<file path="src/pmcv_pkg.sv">
// ----------------------------------------------------------------------------
// pmcv_pkg
// Shared types and codes for the paged mode CV programming sequencer: beat
// layouts of both channels, sequencer state record and its reset value.
// ----------------------------------------------------------------------------
package pmcv_pkg;

  // highest CV number a start request may name
  localparam logic [10:0] MAX_CV = 11'd1024;

  // request codes
  localparam logic [2:0] REQ_RD_BYTE = 3'd0;
  localparam logic [2:0] REQ_WR_BYTE = 3'd1;
  localparam logic [2:0] REQ_RD_BIT  = 3'd2;
  localparam logic [2:0] REQ_WR_BIT  = 3'd3;
  localparam logic [2:0] REQ_PRIM    = 3'd4;
  localparam logic [2:0] REQ_REFUSED = 3'd5;

  // completion status codes
  localparam logic [1:0] ST_OK        = 2'd0;
  localparam logic [1:0] ST_BUSY      = 2'd1;
  localparam logic [1:0] ST_NOT_FOUND = 2'd2;
  localparam logic [1:0] ST_VFY_FAIL  = 2'd3;

  // progress phase codes
  localparam logic [1:0] PROG_READ   = 2'd0;
  localparam logic [1:0] PROG_WRITE  = 2'd1;
  localparam logic [1:0] PROG_VERIFY = 2'd2;

  // sequencer phases
  typedef enum logic [2:0] {
    PH_IDLE  = 3'd0,
    PH_RD    = 3'd1,
    PH_WR    = 3'd2,
    PH_WRV   = 3'd3,
    PH_RB    = 3'd4,
    PH_WB_RD = 3'd5,
    PH_WB_WR = 3'd6,
    PH_WB_V  = 3'd7
  } phase_t;

  // input beat
  typedef struct packed {
    logic [2:0]  req_type;
    logic [10:0] cv_address;
    logic [3:0]  bit_index;
    logic [7:0]  write_byte;
    logic        bit_level;
    logic        ack_seen;
  } in_item_t;

  // result beat
  typedef struct packed {
    logic        start_accepted;
    logic        start_withdrawn;
    logic        cmd_valid;
    logic        cmd_is_write;
    logic [10:0] cmd_cv;
    logic [7:0]  cmd_data;
    logic        progress_valid;
    logic [1:0]  progress_phase;
    logic [7:0]  progress_step;
    logic        done_valid;
    logic [1:0]  done_status;
    logic [7:0]  done_value;
  } out_item_t;

  // sequencer state
  typedef struct packed {
    phase_t      phase;
    logic [10:0] target_cv;
    logic [2:0]  target_bit;
    logic        target_bit_level;
    logic [7:0]  work_byte;
    logic [7:0]  scan_byte;
    logic [7:0]  step_count;
    logic        first_cmd_pending;
  } seq_state_t;

  localparam seq_state_t STATE_RESET = '{
    phase:             PH_IDLE,
    target_cv:         11'd0,
    target_bit:        3'd0,
    target_bit_level:  1'b0,
    work_byte:         8'd0,
    scan_byte:         8'd0,
    step_count:        8'd0,
    first_cmd_pending: 1'b0
  };

endpackage

</file>
<file path="src/paged_mode_cv_programming_sequencer.sv">
// ----------------------------------------------------------------------------
// paged_mode_cv_programming_sequencer
// Paged service mode CV read/write sequencer, one result beat per input beat.
// ----------------------------------------------------------------------------
// Usage:
//   in_*  carries start requests (read/write byte, read/write bit) and track
//         events (primitive done with ack flag, issue refused).
//   out_* returns exactly one result beat per input beat, in order: start
//         accept/withdraw flags, an optional paged verify/write command,
//         an optional progress report and an optional completion.
//   Both channels use valid/stall; a beat moves when valid is high and
//   stall is low.
//   Path: an accepted beat waits in the input register; its result
//   goes from the step logic into the result register, which drives out_*.
//   Throughput: one beat per cycle while out_stall is low.
//   Stall: while out_stall holds a result, one more input beat is taken into
//   the input register, then in_stall rises until the result moves on.
//   Reset (rst_n low, synchronous): sequencer returns to idle, both pipeline
//   stages empty, step counter and targets cleared.
// ----------------------------------------------------------------------------
module paged_mode_cv_programming_sequencer (
  input  logic                clk,
  input  logic                rst_n,
  input  logic                in_valid,
  output logic                in_stall,
  input  pmcv_pkg::in_item_t  in_data,
  output logic                out_valid,
  input  logic                out_stall,
  output pmcv_pkg::out_item_t out_data
);
  import pmcv_pkg::*;

  logic       in_valid_r;
  in_item_t   in_data_r;
  logic       out_valid_r;
  out_item_t  out_data_r;
  seq_state_t state_r;
  seq_state_t state_nxt;
  out_item_t  res_nxt;
  logic       adv;

  // step logic
  pmcv_step u_step (
    .cur  (state_r),
    .item (in_data_r),
    .nxt  (state_nxt),
    .res  (res_nxt)
  );

  // pipeline advance when the result slot is free or being taken
  assign adv      = !out_valid_r || !out_stall;
  assign in_stall = in_valid_r && !adv;

  // control and sequencer state
  always_ff @(posedge clk) begin
    if (!rst_n) begin
      in_valid_r  <= 1'b0;
      out_valid_r <= 1'b0;
      state_r     <= STATE_RESET;
    end else begin
      if (!in_stall) begin
        in_valid_r <= in_valid;
      end
      if (adv) begin
        out_valid_r <= in_valid_r;
        if (in_valid_r) begin
          state_r <= state_nxt;
        end
      end
    end
  end

  // payload registers
  always_ff @(posedge clk) begin
    if (in_valid && !in_stall) begin
      in_data_r <= in_data;
    end
    if (adv && in_valid_r) begin
      out_data_r <= res_nxt;
    end
  end

  assign out_valid = out_valid_r;
  assign out_data  = out_data_r;

endmodule

</file>
<file path="src/pmcv_step.sv">
// ----------------------------------------------------------------------------
// pmcv_step
// Next-state and result logic for one beat: start checks, scan advance,
// read-modify-write of a bit, write and verify, refusal handling.
// ----------------------------------------------------------------------------
module pmcv_step (
  input  pmcv_pkg::seq_state_t cur,
  input  pmcv_pkg::in_item_t   item,
  output pmcv_pkg::seq_state_t nxt,
  output pmcv_pkg::out_item_t  res
);
  import pmcv_pkg::*;

  logic       is_start;
  logic       is_bit_req;
  logic       start_ok;
  logic [7:0] step_inc;
  logic [7:0] bit_mask;
  logic [7:0] mod_byte;
  logic [7:0] scan_inc;

  // start request decode and range check
  assign is_start   = (item.req_type == REQ_RD_BYTE) || (item.req_type == REQ_WR_BYTE) ||
                      (item.req_type == REQ_RD_BIT)  || (item.req_type == REQ_WR_BIT);
  assign is_bit_req = (item.req_type == REQ_RD_BIT) || (item.req_type == REQ_WR_BIT);
  assign start_ok   = (cur.phase == PH_IDLE) && (item.cv_address != 11'd0) &&
                      (item.cv_address <= MAX_CV) &&
                      !(is_bit_req && item.bit_index[3]);

  // shared arithmetic
  assign step_inc = cur.step_count + 8'd1;
  assign scan_inc = cur.scan_byte + 8'd1;
  assign bit_mask = 8'd1 << cur.target_bit;
  assign mod_byte = cur.target_bit_level ? (cur.scan_byte | bit_mask)
                                         : (cur.scan_byte & ~bit_mask);

  always_comb begin
    nxt = cur;
    res = '0;
    if (is_start) begin
      // start: when the checks pass, latch target and issue first command
      if (start_ok) begin
        nxt.target_cv         = item.cv_address;
        nxt.step_count        = 8'd0;
        nxt.first_cmd_pending = 1'b1;
        res.start_accepted    = 1'b1;
        res.cmd_valid         = 1'b1;
        res.cmd_cv            = item.cv_address;
        if (item.req_type == REQ_WR_BYTE) begin
          nxt.work_byte    = item.write_byte;
          nxt.phase        = PH_WR;
          res.cmd_is_write = 1'b1;
          res.cmd_data     = item.write_byte;
        end else begin
          nxt.scan_byte = 8'd0;
          case (item.req_type)
            REQ_RD_BYTE: nxt.phase = PH_RD;
            REQ_RD_BIT: begin
              nxt.target_bit = item.bit_index[2:0];
              nxt.phase      = PH_RB;
            end
            default: begin
              nxt.target_bit       = item.bit_index[2:0];
              nxt.target_bit_level = item.bit_level;
              nxt.phase            = PH_WB_RD;
            end
          endcase
        end
      end
    end else if (item.req_type == REQ_PRIM) begin
      // primitive done: advance the task
      nxt.first_cmd_pending = 1'b0;
      res.cmd_cv            = cur.target_cv;
      case (cur.phase)
        PH_RD, PH_RB, PH_WB_RD: begin
          nxt.step_count     = step_inc;
          res.progress_valid = 1'b1;
          res.progress_phase = PROG_READ;
          res.progress_step  = step_inc;
          if (item.ack_seen) begin
            if (cur.phase == PH_RD) begin
              nxt.phase       = PH_IDLE;
              res.done_valid  = 1'b1;
              res.done_status = ST_OK;
              res.done_value  = cur.scan_byte;
            end else if (cur.phase == PH_RB) begin
              nxt.phase       = PH_IDLE;
              res.done_valid  = 1'b1;
              res.done_status = ST_OK;
              res.done_value  = {7'd0, cur.scan_byte[cur.target_bit]};
            end else begin
              nxt.work_byte    = mod_byte;
              nxt.phase        = PH_WB_WR;
              res.cmd_valid    = 1'b1;
              res.cmd_is_write = 1'b1;
              res.cmd_data     = mod_byte;
            end
          end else if (cur.scan_byte == 8'hFF) begin
            nxt.phase       = PH_IDLE;
            res.done_valid  = 1'b1;
            res.done_status = ST_NOT_FOUND;
          end else begin
            nxt.scan_byte = scan_inc;
            res.cmd_valid = 1'b1;
            res.cmd_data  = scan_inc;
          end
        end
        PH_WR: begin
          nxt.step_count     = step_inc;
          res.progress_valid = 1'b1;
          res.progress_phase = PROG_WRITE;
          res.progress_step  = step_inc;
          nxt.phase          = PH_WRV;
          res.cmd_valid      = 1'b1;
          res.cmd_data       = cur.work_byte;
        end
        PH_WRV: begin
          nxt.step_count     = step_inc;
          res.progress_valid = 1'b1;
          res.progress_phase = PROG_VERIFY;
          res.progress_step  = step_inc;
          nxt.phase          = PH_IDLE;
          res.done_valid     = 1'b1;
          res.done_status    = item.ack_seen ? ST_OK : ST_VFY_FAIL;
          res.done_value     = cur.work_byte;
        end
        PH_WB_WR: begin
          nxt.phase     = PH_WB_V;
          res.cmd_valid = 1'b1;
          res.cmd_data  = cur.work_byte;
        end
        PH_WB_V: begin
          nxt.phase       = PH_IDLE;
          res.done_valid  = 1'b1;
          res.done_status = item.ack_seen ? ST_OK : ST_VFY_FAIL;
          res.done_value  = {7'd0, cur.target_bit_level};
        end
        default: ;
      endcase
      // cmd fields read zero unless a command goes out
      if (!res.cmd_valid) begin
        res.cmd_cv = 11'd0;
      end
    end else if (item.req_type == REQ_REFUSED) begin
      // refusal of the command issued last
      if (cur.phase != PH_IDLE) begin
        nxt.phase = PH_IDLE;
        if (cur.first_cmd_pending) begin
          nxt.first_cmd_pending = 1'b0;
          res.start_withdrawn   = 1'b1;
        end else begin
          res.done_valid  = 1'b1;
          res.done_status = ST_BUSY;
        end
      end
    end
  end

endmodule

</file>
<file path="config.mk">
export PLATFORM = sky130hd
export DESIGN_NAME = paged_mode_cv_programming_sequencer
export DESIGN_NICKNAME = d
export VERILOG_FILES = /design/src/pmcv_pkg.sv /design/src/paged_mode_cv_programming_sequencer.sv /design/src/pmcv_step.sv
export SDC_FILE = /design/constraint.sdc
export NUM_CORES = 1
export LEC_CHECK = 0
export BUFFER_PORTS_ARGS = -buffer_cell sky130_fd_sc_hd__clkbuf_2
export CORE_MARGIN = 2
export CORE_UTILIZATION = 57
export DETAILED_ROUTE_END_ITERATION = 10
export GPL_TIMING_DRIVEN = 0
export HOLD_SLACK_MARGIN = 0.05
export PLACE_DENSITY = 0.8
export SYNTH_ARGS = -nofsm -noshare
export SYNTH_HDL_FRONTEND = slang
export SYNTH_SLANG_ARGS = --single-unit
</file>
<file path="constraint.sdc">
create_clock -name clk -period 3.68 [get_ports clk]
set_input_delay 0.184 -clock clk [delete_from_list [all_inputs] [get_ports clk]]
set_output_delay 0.184 -clock clk [all_outputs]
set_load 0.02 [all_outputs]
</file>
==> results.toml, run 1 <==
[floorplan]
rows = 35
die_h_um = 102
io_pins = 79
start_util_pct = 58.9
core_area_mm2 = 0.00924
die_w_um = 102
die_area_mm2 = 0.0103

[timing]
setup_viol = 0
hold_viol = 0
max_freq_mhz = 344
fin_ws_ps = 773
fin_crit_sh_pct = 79.0
fin_tns_setup_ps = 0
maxSlewHeadroom_pct = 23.9
rsz0062_at_grt = "no"
finalCriticalPeriod_ps = 2910
holdWs_ps = 158
slew_violations = 0
tightest_slew_ps = 1130
clock_skew_ps = 6.72

[logic_synthesis]
synth_top_area_cell = "edfxtp_1"
synthTopCellsByArea = "edfxtp_1 40%, dfxtp_1 17%, mux2i_1 3.3%, nand2_1 3.1%, nor2_1 2.7%"
synthFlopType = "edfxtp_1"
synth.avg_cell_area_um2 = 11.0
yosysWarnings = 0
yosysMostFrequentCell = "edfxtp_1"
netlist_instances = 495
ys_types = 58
ys_ff_latch = 118
ys_seq_area_share_pct = 56.9
postSynth.asyncResetShare_pct = 0
syn_area_mm2 = 0.00544
synth_top_area_share_pct = 40.3
synth-edff-count = 73
syn_nets = 531
synth_common_cells = "73 x edfxtp_1, 45 x dfxtp_1, 45 x nand2_1, 39 x nor2_1, 27 x nand3_1"

[power_and_ir_drop]
power_density_mw_per_mm2 = 469
p_total_mw = 3.23
p_leak_nw = 2.61
ir_drop_mv = 0.337

[worst_setup_path]
crit_slowest_cell = "nor4_2"
crit_type = "flop to flop"
worstRegToRegCells = 6
worst-path-buf-inv = 0
reg2reg_from = "in_data_r[19]$_DFFE_PP_"
crit_path_max_incr_delay_ps = 960
crit_arrival_ps = 3230
cpLargestDelayFamily = "simple AND/OR/NAND/NOR gates"
critical_path_required_ps = 4010
cp_cell_sequence = "nor4_1, a31o_2, nand2_1, nor4_2, a221oi_1, o31ai_1"
r2r_setup_slack_ps = 770
cp-start-kind = "flop"
regToRegEndpoint = "out_data[28]$_DFFE_PP_"
end_kind = "flop"
worstPathMaxFanout = 10

[cts]
cts_hold_buf = 30
cts.sinks = 118
clockRootBuffer = "clkbuf_8"
clk_pin_slew_ps = 60
clkLatencyLatePin_ps = 520
max-clock-path-buffers = 2
cts_resized = 0
htreeDepth = 4
cts_setup_buffers = 0
numCtsBuffers = 17
cts_tree = "yes"

[final_layout]
final-instance-count-excl-fill = 765
layout.nets = 659
n_antenna_cell = 0
syn_to_final_growth_pct = 26.7
drive_gt1_share_pct = 22.5
fin_util_pct = 74.6
stdcell_area_mm2 = 0.00689

[global_routing]
grt_util_all_layers_pct = 27.6
antenna_found_initial = 0
overflow = 0
grt_pass1_wl_um = 21700
grt_pass1_vias = 4434
grt_max_degree = 29

[routing]
viasPerCell = 5.77
first_iter_violations = 347
routed_wl_um = 13500
detail-route-antenna-nets = 0
firstDrtPassIters = 5
drt-wirelength-per-cell_um = 17.6
route.detailed.drc = 0
vias = 4416

[flow_run]
drv_cap = 0

[outcome]
status = "completed"

[placed_design]
hpwl_um = 8750
dp_cells = 703
place.gp.congestion = 0.913
place_area_mm2 = 0.00604
placement.io_buffers = 77
preCtsSetupSlack_ps = 884

[hold_path]
min_path_cells = 3
holdPathEnd = "state_r[12]$_SDFFE_PN0P_"
hold_path.class = "input pin to flop"
min_from = "rst_n"
-- layer usage --
metal	GRT usage (%)	vias to the layer above	part of all wire, %
met5	0	-	0
met4	9.77	0	2.0
met3	5.52	29	6.7
met2	44.7	189	49
met1	37.0	2103	43
li1	-	2095	-
-- worst max-delay path by stage --
stage | from | endpoint | slack (ps) | cells past startpoint
final | in_data_r[19]$_DFFE_PP_ | out_data[28]$_DFFE_PP_ | 770 | 6
after global routing | in_data_r[15]$_DFFE_PP_ | out_data[28]$_DFFE_PP_ | 570 | 6
after CTS | state_r[41]$_SDFFE_PN0P_ | out_data[28]$_DFFE_PP_ | 800 | 9
after detailed placement | state_r[41]$_SDFFE_PN0P_ | out_data[28]$_DFFE_PP_ | 880 | 9
after global placement | in_valid_r$_SDFFE_PN0N_ | state_r[32]$_SDFFE_PN0P_ | 470 | 4
after floorplan | out_valid$_SDFFE_PN0N_ | out_data[0]$_SDFFCE_PN0P_ | 1050 | 2
-- flip-flops by register name (all words and copies together) (netlist names) --
signal	count
in_valid_r	1
out_data	45
state_r	43
in_data_r	28
out_valid	1
-- layout by cell type, fill, tap and decap left out, drive strengths merged, types with 5 or more instances in the layout --
cell type    netlist  routed
nand2b             5       5
and3               8       8
nor2b             15      15
inv               13      17
xor2               6       6
mux2i             18      18
clkinv             1       6
clkinvlp           0       5
o22ai             11      11
a31oi              5       5
dlygate4sd3        0      30
a21oi             16      16
dfxtp             45      45
o21ai             18      18
a21boi            15      15
o2bb2ai            7       7
nor4               5       5
nand3             27      27
or2                5       5
a22o              11      11
clkbuf            19     113
and2               5       5
edfxtp            73      73
buf               15      17
a22oi              9       9
nand2             45      45
a221o              7       7
nor2              39      39
-- power by group --
group          leakage (nW)  switching [mW]  internal, mW
Combinational          1.29           0.141        0.0969
Sequential             1.06          0.0248          1.45
Clock                 0.255           0.621         0.896
Total                  2.61           0.786          2.45
-- layout make-up --
type                    count  area [um^2]
plain buffers              34          168
clock buffers              17          414
clock inverters            15          130
fillers                   616         2350
inverters                  14         52.6
multi-input cells         329         2130
flip-flops and latches    118         3090
well taps                 129          161
repair buffers            109          741
-- worst register-to-register path, stage by stage, from the launching register on --
cell	delay [ps]
edfxtp_1	430
nor4_1	510
a31o_2	270
nand2_1	80
nor4_2	960
a221oi_1	330
o31ai_1	150
-- kinds of logic (layout without fill, tap and decap cells) --
logic type               count (synthesis)  in the layout  synth area share (%)
adder cells (fa/ha/maj)                  4              4                 0.920
AO/OA/AOI/OAI                          116            116                  15.5
multiplexers                            22             22                  4.55
AND/OR/NAND/NOR                        178            178                  16.7
buffers and inverters                   48            189                  4.03
XOR/XNOR                                 9              9                  1.45
flip-flops                             118            118                  56.9
No activity file was read; power rests on OpenSTA's default activity.
==> run 2, diff against run 1 <==
--- a/config.mk
+++ b/config.mk
@@ -5,13 +5,14 @@
 export SDC_FILE = /design/constraint.sdc
 export NUM_CORES = 1
 export LEC_CHECK = 0
+export ABC_AREA = 1
 export BUFFER_PORTS_ARGS = -buffer_cell sky130_fd_sc_hd__clkbuf_2
 export CORE_MARGIN = 2
 export CORE_UTILIZATION = 57
 export DETAILED_ROUTE_END_ITERATION = 10
 export GPL_TIMING_DRIVEN = 0
 export HOLD_SLACK_MARGIN = 0.05
-export PLACE_DENSITY = 0.8
+export PLACE_DENSITY = 0.79
 export SYNTH_ARGS = -nofsm -noshare
 export SYNTH_HDL_FRONTEND = slang
 export SYNTH_SLANG_ARGS = --single-unit
==> constraint.sdc (replaced) <==
create_clock -name clk -period 2.9 [get_ports clk]
set_input_delay 0.145 -clock clk [delete_from_list [all_inputs] [get_ports clk]]
set_output_delay 0.145 -clock clk [all_outputs]
set_load 0.02 [all_outputs]
==> results.toml, run 2 <==
[outcome]
status = "completed"

[routing]
drt-wirelength-per-cell_um = 18.5
viasPerCell = 5.70
firstDrtPassIters = 5
detail-route-antenna-nets = 0
first_iter_violations = 383
routed_wl_um = 16900
route.detailed.drc = 0
vias = 5217

[timing]
hold_viol = 0
tightest_slew_ps = 1050
rsz0062_at_grt = "no"
finalCriticalPeriod_ps = 2620
setup_viol = 0
max_freq_mhz = 382
maxSlewHeadroom_pct = 29.8
fin_ws_ps = 280
clock_skew_ps = 8.07
slew_violations = 0
holdWs_ps = 135
fin_tns_setup_ps = 0
fin_crit_sh_pct = 90.4

[placed_design]
hpwl_um = 11100
preCtsSetupSlack_ps = 166
place.gp.congestion = 0.949
placement.io_buffers = 77

[worst_setup_path]
end_kind = "flop"
worstPathMaxFanout = 49
critical_path_required_ps = 3320
crit_slowest_cell = "clkinv_2"
crit_path_max_incr_delay_ps = 710
timing.critical_path.from = "out_valid$_SDFFE_PN0N_"
cp_common_cell = "nand2_1"
reg2reg_from = "out_valid$_SDFFE_PN0N_"
cp-start-kind = "flop"
cp_cell_sequence = "nand2_1, nand2_1, clkinv_2, nand2_1, o21ai_0, nand2_1, nor2_1, nand2_2, nand2_1, nand2_1, nor2_1"
crit_type = "flop to flop"
crit_arrival_ps = 3040

[cts]
max-clock-path-buffers = 2
cts_tree = "yes"
cts.sinks = 118
clkLatencyLatePin_ps = 530
htreeDepth = 4
clockRootBuffer = "clkbuf_8"
numCtsBuffers = 17
clk_pin_slew_ps = 60

[floorplan]
die_h_um = 103
core_area_mm2 = 0.00968
start_util_pct = 58.2
die_area_mm2 = 0.0107
die_w_um = 103
io_pins = 79
rows = 36

[flow_run]
drv_cap = 0

[final_layout]
largest_reg_flops = 45
final_cell_mix = "171 x nand2_1, 77 x clkbuf_2, 73 x nor2_1, 73 x edfxtp_1, 45 x dfxtp_1"
n_antenna_cell = 0
final_common_cell = "nand2_1"
layout.nets = 805
drive_gt1_share_pct = 21.4
syn_to_final_growth_pct = 25.7

[logic_synthesis]
synthTopCellsByArea = "edfxtp_1 39%, dfxtp_1 16%, nand2_1 11%, nor2_1 4.9%, a21oi_1 3.7%"
ys_types = 42
synth_top_area_share_pct = 38.9
yosysMostFrequentCell = "nand2_1"
ys_ff_latch = 118
ys_seq_area_share_pct = 54.9
synth.avg_cell_area_um2 = 8.77
synth_top_area_cell = "edfxtp_1"
postSynth.asyncResetShare_pct = 0
netlist_instances = 642
syn_nets = 678
yosysWarnings = 0
synth-edff-count = 73
synthFlopType = "edfxtp_1"
synth_common_cells = "171 x nand2_1, 73 x edfxtp_1, 73 x nor2_1, 45 x dfxtp_1, 43 x inv_1"
syn_area_mm2 = 0.00563

[global_routing]
grt_pass1_vias = 4846
grt_max_degree = 50
overflow = 0
antenna_found_initial = 0
grt_pass1_wl_um = 25900
grt_util_all_layers_pct = 33.0

[power_and_ir_drop]
ir_drop_mv = 0.449
p_leak_nw = 2.92
power_density_mw_per_mm2 = 618

[hold_path]
hold_path.class = "input pin to flop"
min_from = "rst_n"
==> run 2: critical path, delay by kind of cell, from the launching register on <==
| kind | cells | cell delay, ps |
|---|---|---|
| buf+inv | 1 | 710 |
| simple gates | 9 | 1240 |
| compound gates | 1 | 230 |
| flops | 1 | 340 |
==> run 2: final timing paths <==
| kind | slack (ps) | cells after the start | end |
|---|---|---|---|
| setup / recovery | 280 | 11 | state_r[40]$_SDFFE_PN0P_ |
| hold / removal | 130 | 3 | state_r[19]$_SDFFE_PN0P_ |
| setup reg to reg | 280 | 11 | state_r[40]$_SDFFE_PN0P_ |
| hold reg to reg | 460 | 2 | state_r[30]$_SDFFE_PN0P_ |
==> run 2: area by class of cell <==
class | count | area (um^2)
inverters | 53 | 203
clock buffers | 17 | 414
clock inverters | 15 | 170
fillers | 697 | 2610
plain buffers | 22 | 140
multi-input cells | 449 | 2200
well taps | 133 | 166
repair buffers | 108 | 696
flip-flops and latches | 118 | 3090
==> run 2: repair_timing <==
item	in CTS	in global routing
resized for setup	0	1
hold buffers	31	0
endpoints found under the setup margin	0	16
setup buffers	0	0
hold endpoints to repair	30	0
==> run 2: metrics by stage <==
stage	utilization, %	area (um^2)	power (mW)	std cells
final	73.1	7080	4.37	915
after global routing	73.1	7080	4.49	915
after CTS	73.1	7080	4.35	915
after detailed placement	63.9	6180	2.27	852
after global placement	63.9	6180	2.26	852
after floorplan	-	5630	2.15	642
==> run 2: logic make-up (layout without fill, tap and decap cells) <==
logic type | Yosys count | after routing | synth area share (%)
and+or+nand+nor | 334 | 334 | 26.6
DFF | 118 | 118 | 54.9
AOI/OAI and AO/OA | 103 | 103 | 10.3
buffers and inverters | 75 | 215 | 6.07
xor gates and xnor gates | 8 | 8 | 1.24
adders and majority gates | 4 | 4 | 0.889
==> run 2: metal layers <==
layer	vias up	GRT usage [%]	wire length, um
met2	329	51.8	8060
met1	2418	44.5	6850
met4	0	13.6	497
met3	45	7.26	1520
met5	-	0	0
li1	2425	-	-
==> run 2: report_power, final <==
group | internal, mW | switching, mW
sequential | 1.85 | 0.0388
combinational | 0.127 | 0.271
clock | 1.25 | 0.838
total | 3.22 | 1.15
==> run 3, diff against run 2 <==
--- a/config.mk
+++ b/config.mk
@@ -7,6 +7,7 @@
 export LEC_CHECK = 0
 export ABC_AREA = 1
 export BUFFER_PORTS_ARGS = -buffer_cell sky130_fd_sc_hd__clkbuf_2
+export CORE_ASPECT_RATIO = 1.25
 export CORE_MARGIN = 2
 export CORE_UTILIZATION = 57
 export DETAILED_ROUTE_END_ITERATION = 10
==> results.toml, run 3 (synthesis gave the netlist of run 2 again) <==
[outcome]
status = "completed"

[floorplan]
die_area_mm2 = 0.0107
core_area_mm2 = 0.00961
die_h_um = 115
die_w_um = 92.9
io_pins = 79
start_util_pct = 58.6
rows = 40

[cts]
clkLatencyLatePin_ps = 410
max-clock-path-buffers = 2
htreeDepth = 4
cts_tree = "yes"
clk_pin_slew_ps = 50
clockRootBuffer = "clkbuf_16"
cts_setup_buffers = 0
numCtsBuffers = 17
cts.sinks = 118

[timing]
setup_viol = 0
clock_skew_ps = 10.5
max_freq_mhz = 392
fin_ws_ps = 349
maxSlewHeadroom_pct = 24.9
rsz0062_at_grt = "no"
fin_crit_sh_pct = 88.0
fin_tns_setup_ps = 0
slew_violations = 0
hold_viol = 0
finalCriticalPeriod_ps = 2550
tightest_slew_ps = 1130

[final_layout]
fin_util_pct = 73.7
final_common_cell = "nand2_1"
stdcell_area_mm2 = 0.00708
syn_to_final_growth_pct = 25.8
n_antenna_cell = 0
largest_reg_flops = 45
final_cell_mix = "171 x nand2_1, 77 x clkbuf_2, 73 x nor2_1, 73 x edfxtp_1, 45 x dfxtp_1"
layout.nets = 804
drive_gt1_share_pct = 20.7
final-instance-count-excl-fill = 907
fillers = 707

[global_routing]
antenna_found_initial = 0
grt_max_degree = 50
grt_pass1_wl_um = 24800
grt_pass1_vias = 4855
grt_util_all_layers_pct = 30.4
overflow = 0

[flow_run]
drv_cap = 0

[routing]
first_iter_violations = 464
firstDrtPassIters = 5
viasPerCell = 5.57
vias = 5051
routed_wl_um = 15500
route.detailed.drc = 0
detail-route-antenna-nets = 0
drt-wirelength-per-cell_um = 17.1

[power_and_ir_drop]
p_leak_nw = 2.92
power_density_mw_per_mm2 = 628
ir_drop_mv = 0.524

[hold_path]
holdPathEnd = "state_r[24]$_SDFFE_PN0P_"
min_path_cells = 3
min_from = "rst_n"
hold_path.class = "input pin to flop"

[worst_setup_path]
reg2reg_from = "out_valid$_SDFFE_PN0N_"
cp_common_cell = "nand2_1"
crit_type = "input pin to flop"
end_kind = "flop"
crit_path_max_incr_delay_ps = 660
crit_arrival_ps = 2850
critical_path_required_ps = 3200
crit_slowest_cell = "clkinv_2"
regToRegEndpoint = "state_r[42]$_SDFFE_PN0P_"
cp-start-kind = "input pin"
r2r_setup_slack_ps = 390
worstPathMaxFanout = 49
worstRegToRegCells = 11
cp_cell_sequence = "dlygate4sd3_1, clkbuf_2, nand2_1, nand2_1, clkinv_2, nand2_1, a31oi_2, nand2_4, o21ai_1, nor2_1"

[placed_design]
place.gp.congestion = 1.03
placement.io_buffers = 77
hpwl_um = 10600
preCtsSetupSlack_ps = 250
dp_cells = 845
place_area_mm2 = 0.00617
-- run 3: worst max path at each step --
stage	startpoint	end	slack (ps)	cells past startpoint
2_1_floorplan	out_valid$_SDFFE_PN0N_	state_r[3]$_SDFFE_PN0P_	740	8
3_3_place_gp	out_valid$_SDFFE_PN0N_	state_r[8]$_SDFFE_PN0P_	290	8
3_5_place_dp	out_valid$_SDFFE_PN0N_	state_r[3]$_SDFFE_PN0P_	250	8
4_1_cts	out_stall	state_r[3]$_SDFFE_PN0P_	150	10
5_1_grt	out_stall	state_r[3]$_SDFFE_PN0P_	170	10
6_report	out_stall	state_r[3]$_SDFFE_PN0P_	350	10
-- run 3: layer usage --
layer | track usage (%) | vias to the layer above | share of wire, %
li1 | - | 2425 | -
met1 | 39.1 | 2296 | 40
met2 | 51.4 | 296 | 49
met3 | 5.70 | 34 | 8.1
met4 | 11.6 | 0 | 2.3
met5 | 0 | - | 0
-- run 3: repair_timing --
action / CTS / global route
hold buffers: 30 / 0
endpoints found under the hold margin: 30 / 0
gates resized for setup: 0 / 1
endpoints found under the setup margin: 0 / 4
-- run 3: report_power, final --
part / total (mW) / internal, mW / switching, mW
logic: 0.386 / 0.126 / 0.260
registers: 1.89 / 1.85 / 0.0374
clock network: 2.17 / 1.45 / 0.722
-- run 3: critical path: cells and delay by family --
family / cells / cell delay (ps)
AND/OR/NAND/NOR: 5 / 710
buffers and inverters: 3 / 1290
AO/OA/AOI/OAI: 2 / 700
-- run 3: cell type report --
class	count	area [um^2]	area share (%)
sequential	118	3090	43.7
timing repair buffer	107	686	9.68
multi-input combinational	449	2200	31.0
inverter	53	203	2.86
buffer	22	140	1.98
clock inverter	10	154	2.17
clock buffer	22	454	6.41
tap	126	158	2.23
-- run 3: stage by stage --
stage	power, mW	hold WS (ps)
after global routing	4.58	239
after detailed placement	2.27	324
final	4.45	218
after global placement	2.26	322
after CTS	4.45	193
after floorplan	2.15	244
